==> src/rtl/spmq_pkg.sv <==
package spmq_pkg;

	localparam int CLASS_COUNT = 4;
	localparam int CLASS_DEPTH = 16;

	localparam int HANDLE_W  = 32;
	localparam int PRIO_W    = 8;
	localparam int OCLASS_W  = 2;
	localparam int OCOUNT_W  = 7;
	localparam int TOTAL_W   = 32;

	localparam int CLS_W     = (CLASS_COUNT > 1) ? $clog2(CLASS_COUNT) : 1;
	localparam int PTR_W     = $clog2(CLASS_DEPTH);
	localparam int CNT_W     = $clog2(CLASS_DEPTH + 1);
	localparam int STORE_DEPTH = CLASS_COUNT * CLASS_DEPTH;
	localparam int ADDR_W    = $clog2(STORE_DEPTH);
	localparam int INF_W     = $clog2(STORE_DEPTH + 1);

	typedef enum logic {
		MODE_ENQ = 1'b0,
		MODE_DEQ = 1'b1
	} mode_t;

	// store access for one transfer
	typedef struct packed {
		logic              we;
		logic [ADDR_W-1:0] waddr;
		logic              re;
		logic [ADDR_W-1:0] raddr;
	} mem_req_t;

	// flags of the result in flight
	typedef struct packed {
		logic                done;
		logic                accepted;
		logic                full_error;
		logic                out_valid;
		logic [OCLASS_W-1:0] out_class;
	} res_t;

	function automatic logic [ADDR_W-1:0] store_addr(
		input logic [CLS_W-1:0] cls,
		input logic [PTR_W-1:0] ptr
	);
		return ADDR_W'(cls) * ADDR_W'(CLASS_DEPTH) + ADDR_W'(ptr);
	endfunction

	function automatic logic [PTR_W-1:0] ptr_next(input logic [PTR_W-1:0] p);
		if (p == PTR_W'(CLASS_DEPTH - 1)) begin
			return '0;
		end
		return p + PTR_W'(1);
	endfunction

endpackage

==> src/rtl/spmq_ram.sv <==
module spmq_ram #(
	parameter int WIDTH = 32,
	parameter int DEPTH = 64
) (
	input  logic                     clk,
	input  logic                     we,
	input  logic [$clog2(DEPTH)-1:0] waddr,
	input  logic [WIDTH-1:0]         wdata,
	input  logic                     re,
	input  logic [$clog2(DEPTH)-1:0] raddr,
	output logic [WIDTH-1:0]         rdata
);

	logic [WIDTH-1:0] mem_q [DEPTH];

	always_ff @(posedge clk) begin
		if (we) begin
			mem_q[waddr] <= wdata;
		end
		if (re) begin
			rdata <= mem_q[raddr];
		end
	end

endmodule

==> src/rtl/spmq_ctrl.sv <==
module spmq_ctrl
	import spmq_pkg::*;
(
	input  logic               clk,
	input  logic               arst_n,
	input  logic               take,
	input  logic               mode,
	input  logic [PRIO_W-1:0]  priority_req,
	output mem_req_t           mem_req,
	output res_t               res,
	output logic [INF_W-1:0]   inflight,
	output logic [INF_W-1:0]   peak,
	output logic [TOTAL_W-1:0] handled
);

	logic [PTR_W-1:0] head_q [CLASS_COUNT];
	logic [PTR_W-1:0] tail_q [CLASS_COUNT];
	logic [CNT_W-1:0] cnt_q  [CLASS_COUNT];
	logic [INF_W-1:0]   inflight_q;
	logic [INF_W-1:0]   peak_q;
	logic [TOTAL_W-1:0] handled_q;
	res_t               res_q;

	logic [CLS_W-1:0] enq_cls;
	logic [CLS_W-1:0] deq_cls;
	logic             enq_full;
	logic             any_held;
	logic             enq_do;
	logic             deq_do;
	logic [INF_W-1:0] inflight_inc;

	// clamp requested class
	always_comb begin
		if (priority_req > PRIO_W'(CLASS_COUNT - 1)) begin
			enq_cls = CLS_W'(CLASS_COUNT - 1);
		end else begin
			enq_cls = CLS_W'(priority_req);
		end
	end

	// highest non-empty class wins
	always_comb begin
		deq_cls  = '0;
		any_held = 1'b0;
		for (int i = 0; i < CLASS_COUNT; i++) begin
			if (cnt_q[i] != '0) begin
				deq_cls  = CLS_W'(i);
				any_held = 1'b1;
			end
		end
	end

	assign enq_full     = (cnt_q[enq_cls] == CNT_W'(CLASS_DEPTH));
	assign enq_do       = take && (mode == MODE_ENQ) && !enq_full;
	assign deq_do       = take && (mode == MODE_DEQ) && any_held;
	assign inflight_inc = inflight_q + INF_W'(1);

	assign mem_req.we    = enq_do;
	assign mem_req.waddr = store_addr(enq_cls, tail_q[enq_cls]);
	assign mem_req.re    = deq_do;
	assign mem_req.raddr = store_addr(deq_cls, head_q[deq_cls]);

	always_ff @(posedge clk or negedge arst_n) begin
		if (!arst_n) begin
			for (int i = 0; i < CLASS_COUNT; i++) begin
				head_q[i] <= '0;
				tail_q[i] <= '0;
				cnt_q[i]  <= '0;
			end
			inflight_q <= '0;
			peak_q     <= '0;
			handled_q  <= '0;
			res_q      <= '0;
		end else begin
			res_q.done       <= take;
			res_q.accepted   <= enq_do;
			res_q.full_error <= take && (mode == MODE_ENQ) && enq_full;
			res_q.out_valid  <= deq_do;
			res_q.out_class  <= deq_do ? OCLASS_W'(deq_cls) : '0;
			if (enq_do) begin
				tail_q[enq_cls] <= ptr_next(tail_q[enq_cls]);
				cnt_q[enq_cls]  <= cnt_q[enq_cls] + CNT_W'(1);
				inflight_q      <= inflight_inc;
				if (inflight_inc > peak_q) begin
					peak_q <= inflight_inc;
				end
			end
			if (deq_do) begin
				head_q[deq_cls] <= ptr_next(head_q[deq_cls]);
				cnt_q[deq_cls]  <= cnt_q[deq_cls] - CNT_W'(1);
				inflight_q      <= inflight_q - INF_W'(1);
				handled_q       <= handled_q + TOTAL_W'(1);
			end
		end
	end

	assign res      = res_q;
	assign inflight = inflight_q;
	assign peak     = peak_q;
	assign handled  = handled_q;

endmodule

==> src/rtl/strict_priority_multi_queue.sv <==
// Strict-priority multi-class task queue.
//
// Command channel: a transfer happens at a rising edge where start is high
// and busy is low. busy is always low here, so a command can be issued every
// cycle. mode selects enqueue (store handle in class min(priority_req, top
// class)) or dequeue (oldest handle of the highest non-empty class).
//
// Result channel: done pulses for one cycle, the cycle right after the
// command transfer, with all result fields valid in that cycle. Throughput is
// one command per cycle; the handle store is a single
// memory with one write and one registered read port, and any command only
// ever uses one of them. The receiver cannot stall: each result is shown for
// exactly one cycle and must be taken then.
//
// Reset (arst_n low) empties every class and clears the in-flight, peak and
// handled counters; store contents are left as is and are never read before
// being written.
module strict_priority_multi_queue
	import spmq_pkg::*;
(
	input  logic                clk,
	input  logic                arst_n,
	input  logic                start,
	output logic                busy,
	input  logic                mode,
	input  logic [PRIO_W-1:0]   priority_req,
	input  logic [HANDLE_W-1:0] handle,
	output logic                done,
	output logic                accepted,
	output logic                full_error,
	output logic                out_valid,
	output logic [HANDLE_W-1:0] out_handle,
	output logic [OCLASS_W-1:0] out_class,
	output logic [OCOUNT_W-1:0] inflight_count,
	output logic [OCOUNT_W-1:0] peak_inflight,
	output logic [TOTAL_W-1:0]  total_handled
);

	mem_req_t           mem_req;
	res_t               res;
	logic [INF_W-1:0]   inflight;
	logic [INF_W-1:0]   peak;
	logic [HANDLE_W-1:0] rd_handle;

	// results are registered; never back-pressures
	assign busy = 1'b0;

	// pointers, fill levels, priority pick, counters
	spmq_ctrl u_ctrl (
		.clk          (clk),
		.arst_n       (arst_n),
		.take         (start && !busy),
		.mode         (mode),
		.priority_req (priority_req),
		.mem_req      (mem_req),
		.res          (res),
		.inflight     (inflight),
		.peak         (peak),
		.handled      (total_handled)
	);

	// handle store: enqueue writes at the transfer edge, dequeue reads at
	// the transfer edge, so read data lines up with the result cycle
	spmq_ram #(
		.WIDTH (HANDLE_W),
		.DEPTH (STORE_DEPTH)
	) u_store (
		.clk   (clk),
		.we    (mem_req.we),
		.waddr (mem_req.waddr),
		.wdata (handle),
		.re    (mem_req.re),
		.raddr (mem_req.raddr),
		.rdata (rd_handle)
	);

	assign done           = res.done;
	assign accepted       = res.accepted;
	assign full_error     = res.full_error;
	assign out_valid      = res.out_valid;
	assign out_class      = res.out_class;
	// zero unless a handle was actually removed
	assign out_handle     = res.out_valid ? rd_handle : '0;
	assign inflight_count = OCOUNT_W'(inflight);
	assign peak_inflight  = OCOUNT_W'(peak);

endmodule

==> config.mk <==
export PLATFORM = sky130hd
export DESIGN_NAME = strict_priority_multi_queue
export DESIGN_NICKNAME = d
export VERILOG_FILES = /design/src/rtl/spmq_pkg.sv /design/src/rtl/spmq_ram.sv /design/src/rtl/spmq_ctrl.sv /design/src/rtl/strict_priority_multi_queue.sv
export SDC_FILE = /design/constraint.sdc
export NUM_CORES = 2
export LEC_CHECK = 0
export BUFFER_PORTS_ARGS = -buffer_cell sky130_fd_sc_hd__buf_4
export CAP_MARGIN = 20
export CORE_UTILIZATION = 60
export CTS_BUF_LIST = sky130_fd_sc_hd__clkbuf_16
export DETAILED_ROUTE_END_ITERATION = 8
export PLACE_DENSITY = 0.76
export SLEW_MARGIN = 20
export SYNTH_ARGS = -nofsm -noshare
export SYNTH_HDL_FRONTEND = slang
export SYNTH_SLANG_ARGS = --single-unit
==> constraint.sdc <==
create_clock -name clk -period 4.9 [get_ports clk]
set_input_delay 0.49 -clock clk [delete_from_list [all_inputs] [get_ports clk]]
set_output_delay 0.49 -clock clk [all_outputs]
set_load 0.05 [all_outputs]
# [After elaboration in Yosys (flattened, before gate mapping)]
# Memories as Yosys holds them, arrays and structs flattened. A register that Yosys moved wholly into a read port is not among the register bits.
# Index checks and enable logic that the tools add are counted.
[totals] ff_bits=104 ramBits=2048 in_bits=44 output_inout_bits=85 wordCells=106 n_memories=1
[op_classes] n_addsub=9 n_lt_le_gt_ge=6 n_eq_ne=3 n_mux=50 bitwise=3 reduce_logical=14
[memory_table] name="u_store.mem_q" words=64 width=32 rd=1 rd_clocked_by_memory_dff=1 write_ports=1 line="spmq_ram.sv:14" rtl="logic [WIDTH-1:0] mem_q [DEPTH];"
[ops] cell="4-bit two-way mux" count=12
[ops] cell="20-bit bitwise mux" count=2
[ops] cell="20-bit two-way mux" count=2
[ops] cell="32-bit by 1-bit adder with 32-bit output (second input constant)" count=1
[ops] cell="16-bit bitwise mux" count=2
[ops] cell="32-bit two-way mux" count=1
[ops] cell="5-bit two-way mux" count=6
[ops] cell="5-bit binary-select mux with 2-bit select" count=2
[ops] cell="5-bit demux with 2-bit select" count=2
[ops] cell="5-bit nonzero test" count=4
[ops] cell="4-bit binary-select mux with 2-bit select" count=2
[ops] cell="4-bit demux with 2-bit select" count=2
[ops] cell="7-bit two-way mux" count=2
[ops] cell="6-bit by 4-bit adder with 6-bit output" count=2
[ops] cell="1-bit two-way mux" count=11
[ops] cell="4-bit by 1-bit adder with 4-bit output (second input constant)" count=2
[ops] cell="4-bit equality test (second input constant)" count=2
[ops] cell="8-bit by 2-bit > comparator with 1-bit output (second input constant)" count=1
[ops] cell="2-bit two-way mux" count=4
[ops] cell="7-bit by 1-bit adder with 7-bit output (second input constant)" count=1
[ops] cell="7-bit > comparator" count=1
[ops] cell="1-bit logical AND" count=7
[ops] cell="7-bit by 1-bit subtractor with 7-bit output (second input constant)" count=1
[ops] cell="3-bit greater-or-equal comparator (second input constant)" count=2
[ops] cell="other kinds (9)" count=11

# [Logic depth before layout (Yosys ltp)]
[depth] word_depth=14 mapped_depth=17 ltp_nobuf=13

# [Hierarchy]
# From an unflattened synthesis, not the netlist that was laid out.
[unflattened] hier_cells=3924 area_unflattened_um2=84951.5
[modules_own_cells] module="spmq_ram" n_inst=1 cells_each=3324 area_per_inst_um2=78835.6 seq_area_each_um2=62459.9
[modules_own_cells] module="spmq_ctrl" n_inst=1 cells_each=563 area_per_inst_um2=5849.4 seq_area_each_um2=2602.5
[modules_own_cells] module="strict_priority_multi_queue" n_inst=1 cells_each=37 area_per_inst_um2=266.5 seq_area_each_um2=0.0

# [Worst setup path before layout]
# Ideal clock, no wire load.
[synth_path] path_type="input to register" from="input priority_req[5]" to="memory u_store.mem_q[31][0], enable pin" setup_ns=0.421 t_arrival_ns=4.314 required_time_ns=4.479 path_slack_ns=0.165 cell_stages=14 n_path_buf=3 cell_sequence="or4_1 > clkbuf_1 > or2_1 > clkbuf_1 > a21oi_1 > o21ai_1 > ha_1 > nand3_1 > nand2b_1 > inv_1 > buf_2 > and2_1 > nand3_1 > nor2_1"
[synth_via] elab_chain_cells=11 elab_cells_between_ends=15 cone_classes="add/sub (1); order compare (1); eq/ne (1); mux (9); bitwise (1); reduce/logical (2)"
[synth_rtl] item="start, declared" line="strict_priority_multi_queue.sv:26" rtl="input logic [PRIO_W-1:0] priority_req,"
[synth_rtl] item="8-bit by 2-bit > comparator with 1-bit output" line="spmq_ctrl.sv:34" rtl="if (priority_req > PRIO_W'(CLASS_COUNT - 1)) begin"
[synth_rtl] item="2-bit two-way mux" line="spmq_ctrl.sv:34"
[synth_rtl] item="2-bit inverter with 3-bit output (not written as such)" line="spmq_ctrl.sv:53" rtl="assign enq_full = (cnt_q[enq_cls] == CNT_W'(CLASS_DEPTH));"
[synth_rtl] item="5-bit binary-select mux with 2-bit select" line="spmq_ctrl.sv:53"
[synth_rtl] item="5-bit two-way mux (not written as such) (2 in a row)" line="spmq_ctrl.sv:53"
[synth_rtl] item="5-bit equality test" line="spmq_ctrl.sv:53"
[synth_rtl] item="1-bit zero test" line="spmq_ctrl.sv:54" rtl="assign enq_do = take && (mode == MODE_ENQ) && !enq_full;"
[synth_rtl] item="1-bit logical AND" line="spmq_ctrl.sv:54"
[synth_rtl] item="via u_ctrl.enq_do" line="spmq_ctrl.sv:28" rtl="logic enq_do;"
[synth_rtl] item="1-bit two-way mux" line="spmq_ram.sv:17" rtl="if (we) begin"
[synth_rtl] item="1-bit two-way mux (not written as such)" line="spmq_ram.sv:18" rtl="mem_q[waddr] <= wdata;"
[synth_rtl] item="end, declared" line="spmq_ram.sv:14"
# The timed path passes the listed nets, and every way through them passes these cells. The select of a mux whose other input is x is not followed.

# [Final worst setup path]
[layout_path] from="register u_ctrl.cnt_q[10] (netlist bit)" to="register u_store.rdata[22] (read register of u_store.mem_q) (data pin)"
[layout_via] elab_chain_cells=9 elab_cells_between_ends=13 cone_classes="add/sub (1); mux (9); bitwise (1); reduce/logical (2)"
[layout_rtl] item="start, declared" line="spmq_ctrl.sv:18" rtl="logic [CNT_W-1:0] cnt_q [CLASS_COUNT];"
[layout_rtl] item="start signal, assigned by index" line="spmq_ctrl.sv:82" rtl="cnt_q[enq_cls] <= cnt_q[enq_cls] + CNT_W'(1);"
[layout_rtl] item="start signal, assigned by index" line="spmq_ctrl.sv:90" rtl="cnt_q[deq_cls] <= cnt_q[deq_cls] - CNT_W'(1);"
[layout_rtl] item="5-bit nonzero test (*)" line="spmq_ctrl.sv:46" rtl="if (cnt_q[i] != '0) begin"
[layout_rtl] item="1-bit two-way mux" line="spmq_ctrl.sv:46"
[layout_rtl] item="2-bit two-way mux (2 in a row)" line="spmq_ctrl.sv:46"
[layout_rtl] item="2-bit inverter with 3-bit output (not written as such)" line="spmq_ctrl.sv:61" rtl="assign mem_req.raddr = store_addr(deq_cls, head_q[deq_cls]);"
[layout_rtl] item="4-bit binary-select mux with 2-bit select" line="spmq_ctrl.sv:61"
[layout_rtl] item="4-bit two-way mux (not written as such) (2 in a row)" line="spmq_ctrl.sv:61"
[layout_rtl] item="6-bit by 4-bit adder with 6-bit output" line="spmq_pkg.sv:45" rtl="return ADDR_W'(cls) * ADDR_W'(CLASS_DEPTH) + ADDR_W'(ptr);"
[layout_rtl] item="end, declared" line="spmq_ram.sv:11" rtl="output logic [WIDTH-1:0] rdata"
# Mark *: on every way between the ends. The rest lies on a longest branch, timed or not. The select of a mux whose other input is x is not followed.
# A chain may end at the register's enable or synchronous reset.

==> impl_metrics.csv <==
group,metric,value,unit
clock_network,cts_tree,"yes",
timing,finalHoldViolations,0,
critical_path,path_cells,"nor4_4 > a21oi_1 > o311ai_4 > nand2_4 > buf_4 > buf_4 > a21oi_1 > a22oi_1 > o21ai_1 > a31oi_1 > or3_1",
grt,grt_pass1_wl,380.0,mm
critical_path,crit_path_end_kind,"flip-flop",
synth,synth-compound-area-share,10.76,%
die,fp-row-count,140,
synth,synth_xor_area_share,0.4783,%
die,start_util,60.38,%
critical_path,critPathRequiredTime,5.47,ns
clock_network,cts_setup_buffers,0,
outcome,outcome,"complete, no violations",
synth,synth_commonest_cells,"2080 x edfxtp_1, 1525 x nand2_1, 478 x a21oi_1",
synth,synth_area_leader_cell,"edfxtp_1",
synth,ys_types,78,
clock_network,cts_buffers,205,
synth,synthTopCellsByArea,"edfxtp_1 71%, nand2_1 6.5%, dfrtp_1 3.0%",
timing,drv_slew,0,
detailed_routing,drtIter0Drc,9740,
critical_path,cp_slowest_cell,"nor4_4",
critical_path,worstPathArrival,5.38,ns
synth,yosysSeqAreaShare,74.02,%
timing,finalCritPeriodShare,98.31,%
timing,worst_slew_pin_slew,1.156,ns
critical_path,r2r_start,"u_ctrl.cnt_q[10]",
clock_network,clock_path_buffers,3,
timing,layout_min_cycle_time,4.817,ns
critical_path,critPathMaxStageDelay,0.63,ns
die,die_x,384.7,um
timing,finalSetupViolations,0,
timing,tns,0,ns
place,io_buffers,127,
clock_network,clkTransAtPathRegs,0.06,ns
timing,grt_setup_unrepaired,"no",
min_path,hold_path.class,"in2reg",
grt,grt_remaining_overflow,0,
synth,ys.flop_type,"edfxtp_1",
critical_path,worstSetupPathType,"reg2reg",
grt,grt_usage,35.42,%
synth,syn_area_per_cell,13.60,um^2
synth,synth_area,87890,um^2
synth,synthArstFlopShare,4.762,%
timing,fmax,0.2076,GHz
grt,antenna_found_initial,19,
critical_path,crit_fanout,36,
grt,first_global_vias,56620,
critical_path,cp-start-kind,"flip-flop",
final_layout,syn2layout_area_growth,13.52,%
pwr,ir_drop,733.5,uV
synth,yosysMostFrequentCell,"edfxtp_1",
clock_network,cts_root_buffer,"clkbuf_16",
min_path,min-delay-start,"mode",
pwr,leakage,34.21,nW
die,io_pins,129,
synth,synth_nets,6520,
synth,synth_top_area_share,71.06,%
die,core,145600,um^2
critical_path,cp_top_family,"compound AO/OA/AOI/OAI gates",
clock_network,clkSinkCount,2184,
timing,relSlewSlack,22.93,%
critical_path,setup.worst_path.start,"u_ctrl.cnt_q[10]",
detailed_routing,route.detailed.drc,0,
grt,grt_max_degree,126,
timing,fin_hold_ws,0.1034,ns
place,place_ws,0.07922,ns
pwr,powerDensity,583.5,nW/um^2
timing,fin_ws,0.08303,ns
clock_network,htreeDepth,4,
place,gp_congestion,0.9694,
synth,netlist_instances,6461,
synth,ys_warn_count,0,
detailed_routing,drt-vias-per-instance,6.882,
final_layout,nets,6740,
synth,synthSimpleGateAreaFrac,11.17,%
final_layout,drive_gt1_share,12.62,%
synth,muxShareOfSynthArea,0.9965,%
synth,synth_edf_count,2080,
place,dp_hpwl,159.5,mm
detailed_routing,drt-pass1-iter-count,6,
flow_run,maxCapViolCount,0,
detailed_routing,vias,60410,
detailed_routing,postRouteAntennaNets,0,
critical_path,critPathBufInv,2,
synth,ys_ff_latch,2184,
timing,fin_skew,0.04507,ns
detailed_routing,routed_wirelength,264.0,mm
die,die_area,148000,um^2
synth,synth_fa_ha_area_share,0.2135,%
detailed_routing,detail_route.wl_per_cell,30.07,um
die,dieHeight,384.7,um
clock_network,clk_latency,0.84,ns
synth,synth_top_family_by_area,"simple AND/OR/NAND/NOR gates",
[registers in the layout, summed over array words and instances (netlist names)]
signal,cells
u_ctrl.handled,32
u_ctrl.tail_q,16
u_ctrl.peak,7
u_ctrl.inflight,7
u_ctrl.res,6
u_ctrl.cnt_q,20
u_store.rdata,32
u_store.mem_q,2048
u_ctrl.head_q,16
[report_power, final]
part / internal [mW] / switching (mW)
combinational: 6.29 / 15.0
sequential: 21.1 / 0.463
clock: 8.52 / 6.83
[timing repair]
item / in CTS / in global routing
endpoints found under the hold margin: 64 / 0
hold buffers: 2 / 0
endpoints found under the setup margin: 0 / 2
resized for setup: 0 / 2
[layer usage]
metal	vias to the layer above	share of wire, %	GRT usage [%]
li1	25120	-	-
met1	29650	36	48.73
met2	4909	45	52.02
met3	715	15	12.07
met4	18	4.4	14.53
met5	-	0.044	0
[worst register-to-register path: stages, from the launching register on]
cell and delay, ns:
dfrtp_1 0.45, nor4_4 0.63, a21oi_1 0.21, o311ai_4 0.43, nand2_4 0.46, buf_4 0.47
buf_4 0.28, a21oi_1 0.16, a22oi_1 0.11, o21ai_1 0.50, a31oi_1 0.43, or3_1 0.41
[final timing paths]
path,to,slack [ns],cells past startpoint
max,u_store.rdata[22],0.08,11
min,u_ctrl.res[3],0.10,3
max reg2reg,u_store.rdata[22],0.08,11
min reg2reg,u_ctrl.handled[31],0.48,1
max in group asynchronous,u_ctrl.head_q[13],3.50,3
min in group asynchronous,u_ctrl.res[5],0.33,2
[cell families (layout without fill, tap and decap cells)]
kind of cell | count (synthesis) | in the layout
and+or+nand+nor | 2287 | 2287
DFF | 2184 | 2184
AOI/OAI and AO/OA | 1365 | 1365
buffers and inverters | 477 | 864
muxes | 84 | 84
xor gates and xnor gates | 48 | 48
adders and majority gates | 15 | 15
other | 1 | 14
[cells in the final DEF, fill, tap and decap left out, types with 74 or more instances in the layout]
master | synthesis | layout
a31oi_1 | 75 | 74
a21oi_1 | 478 | 478
a32oi_1 | 214 | 214
dfrtp_1 | 104 | 103
buf_4 | 10 | 399
a311oi_1 | 85 | 85
inv_1 | 21 | 76
and3_1 | 140 | 139
o21ai_0 | 98 | 97
edfxtp_1 | 2080 | 2080
clkbuf_16 | 0 | 210
nand2_1 | 1525 | 1523
a221oi_1 | 105 | 105
nand3_1 | 318 | 318
a22oi_1 | 76 | 76
[cell type report]
class | instances | area [um^2]
Sequential cell | 2184 | 65060
Clock inverter | 164 | 1179
Multi-Input combinational cell | 3800 | 21380
Inverter | 23 | 110.1
Antenna cell | 13 | 32.53
Fill cell | 9404 | 45790
Timing Repair Buffer | 467 | 4359
Tap cell | 1917 | 2399
Clock buffer | 210 | 5255
[metrics by stage]
stage	util [%]	area, um^2	power, mW	std cells
floorplan	-	87890	34.43	6461
global placement	63.95	93090	41.89	8381
detailed placement	64.02	93190	42.34	8385
CTS	68.45	99640	57.52	8761
global route	68.52	99740	60.03	8765
finish	68.54	99770	58.22	8778
No activity file was read; power rests on OpenSTA's default activity.
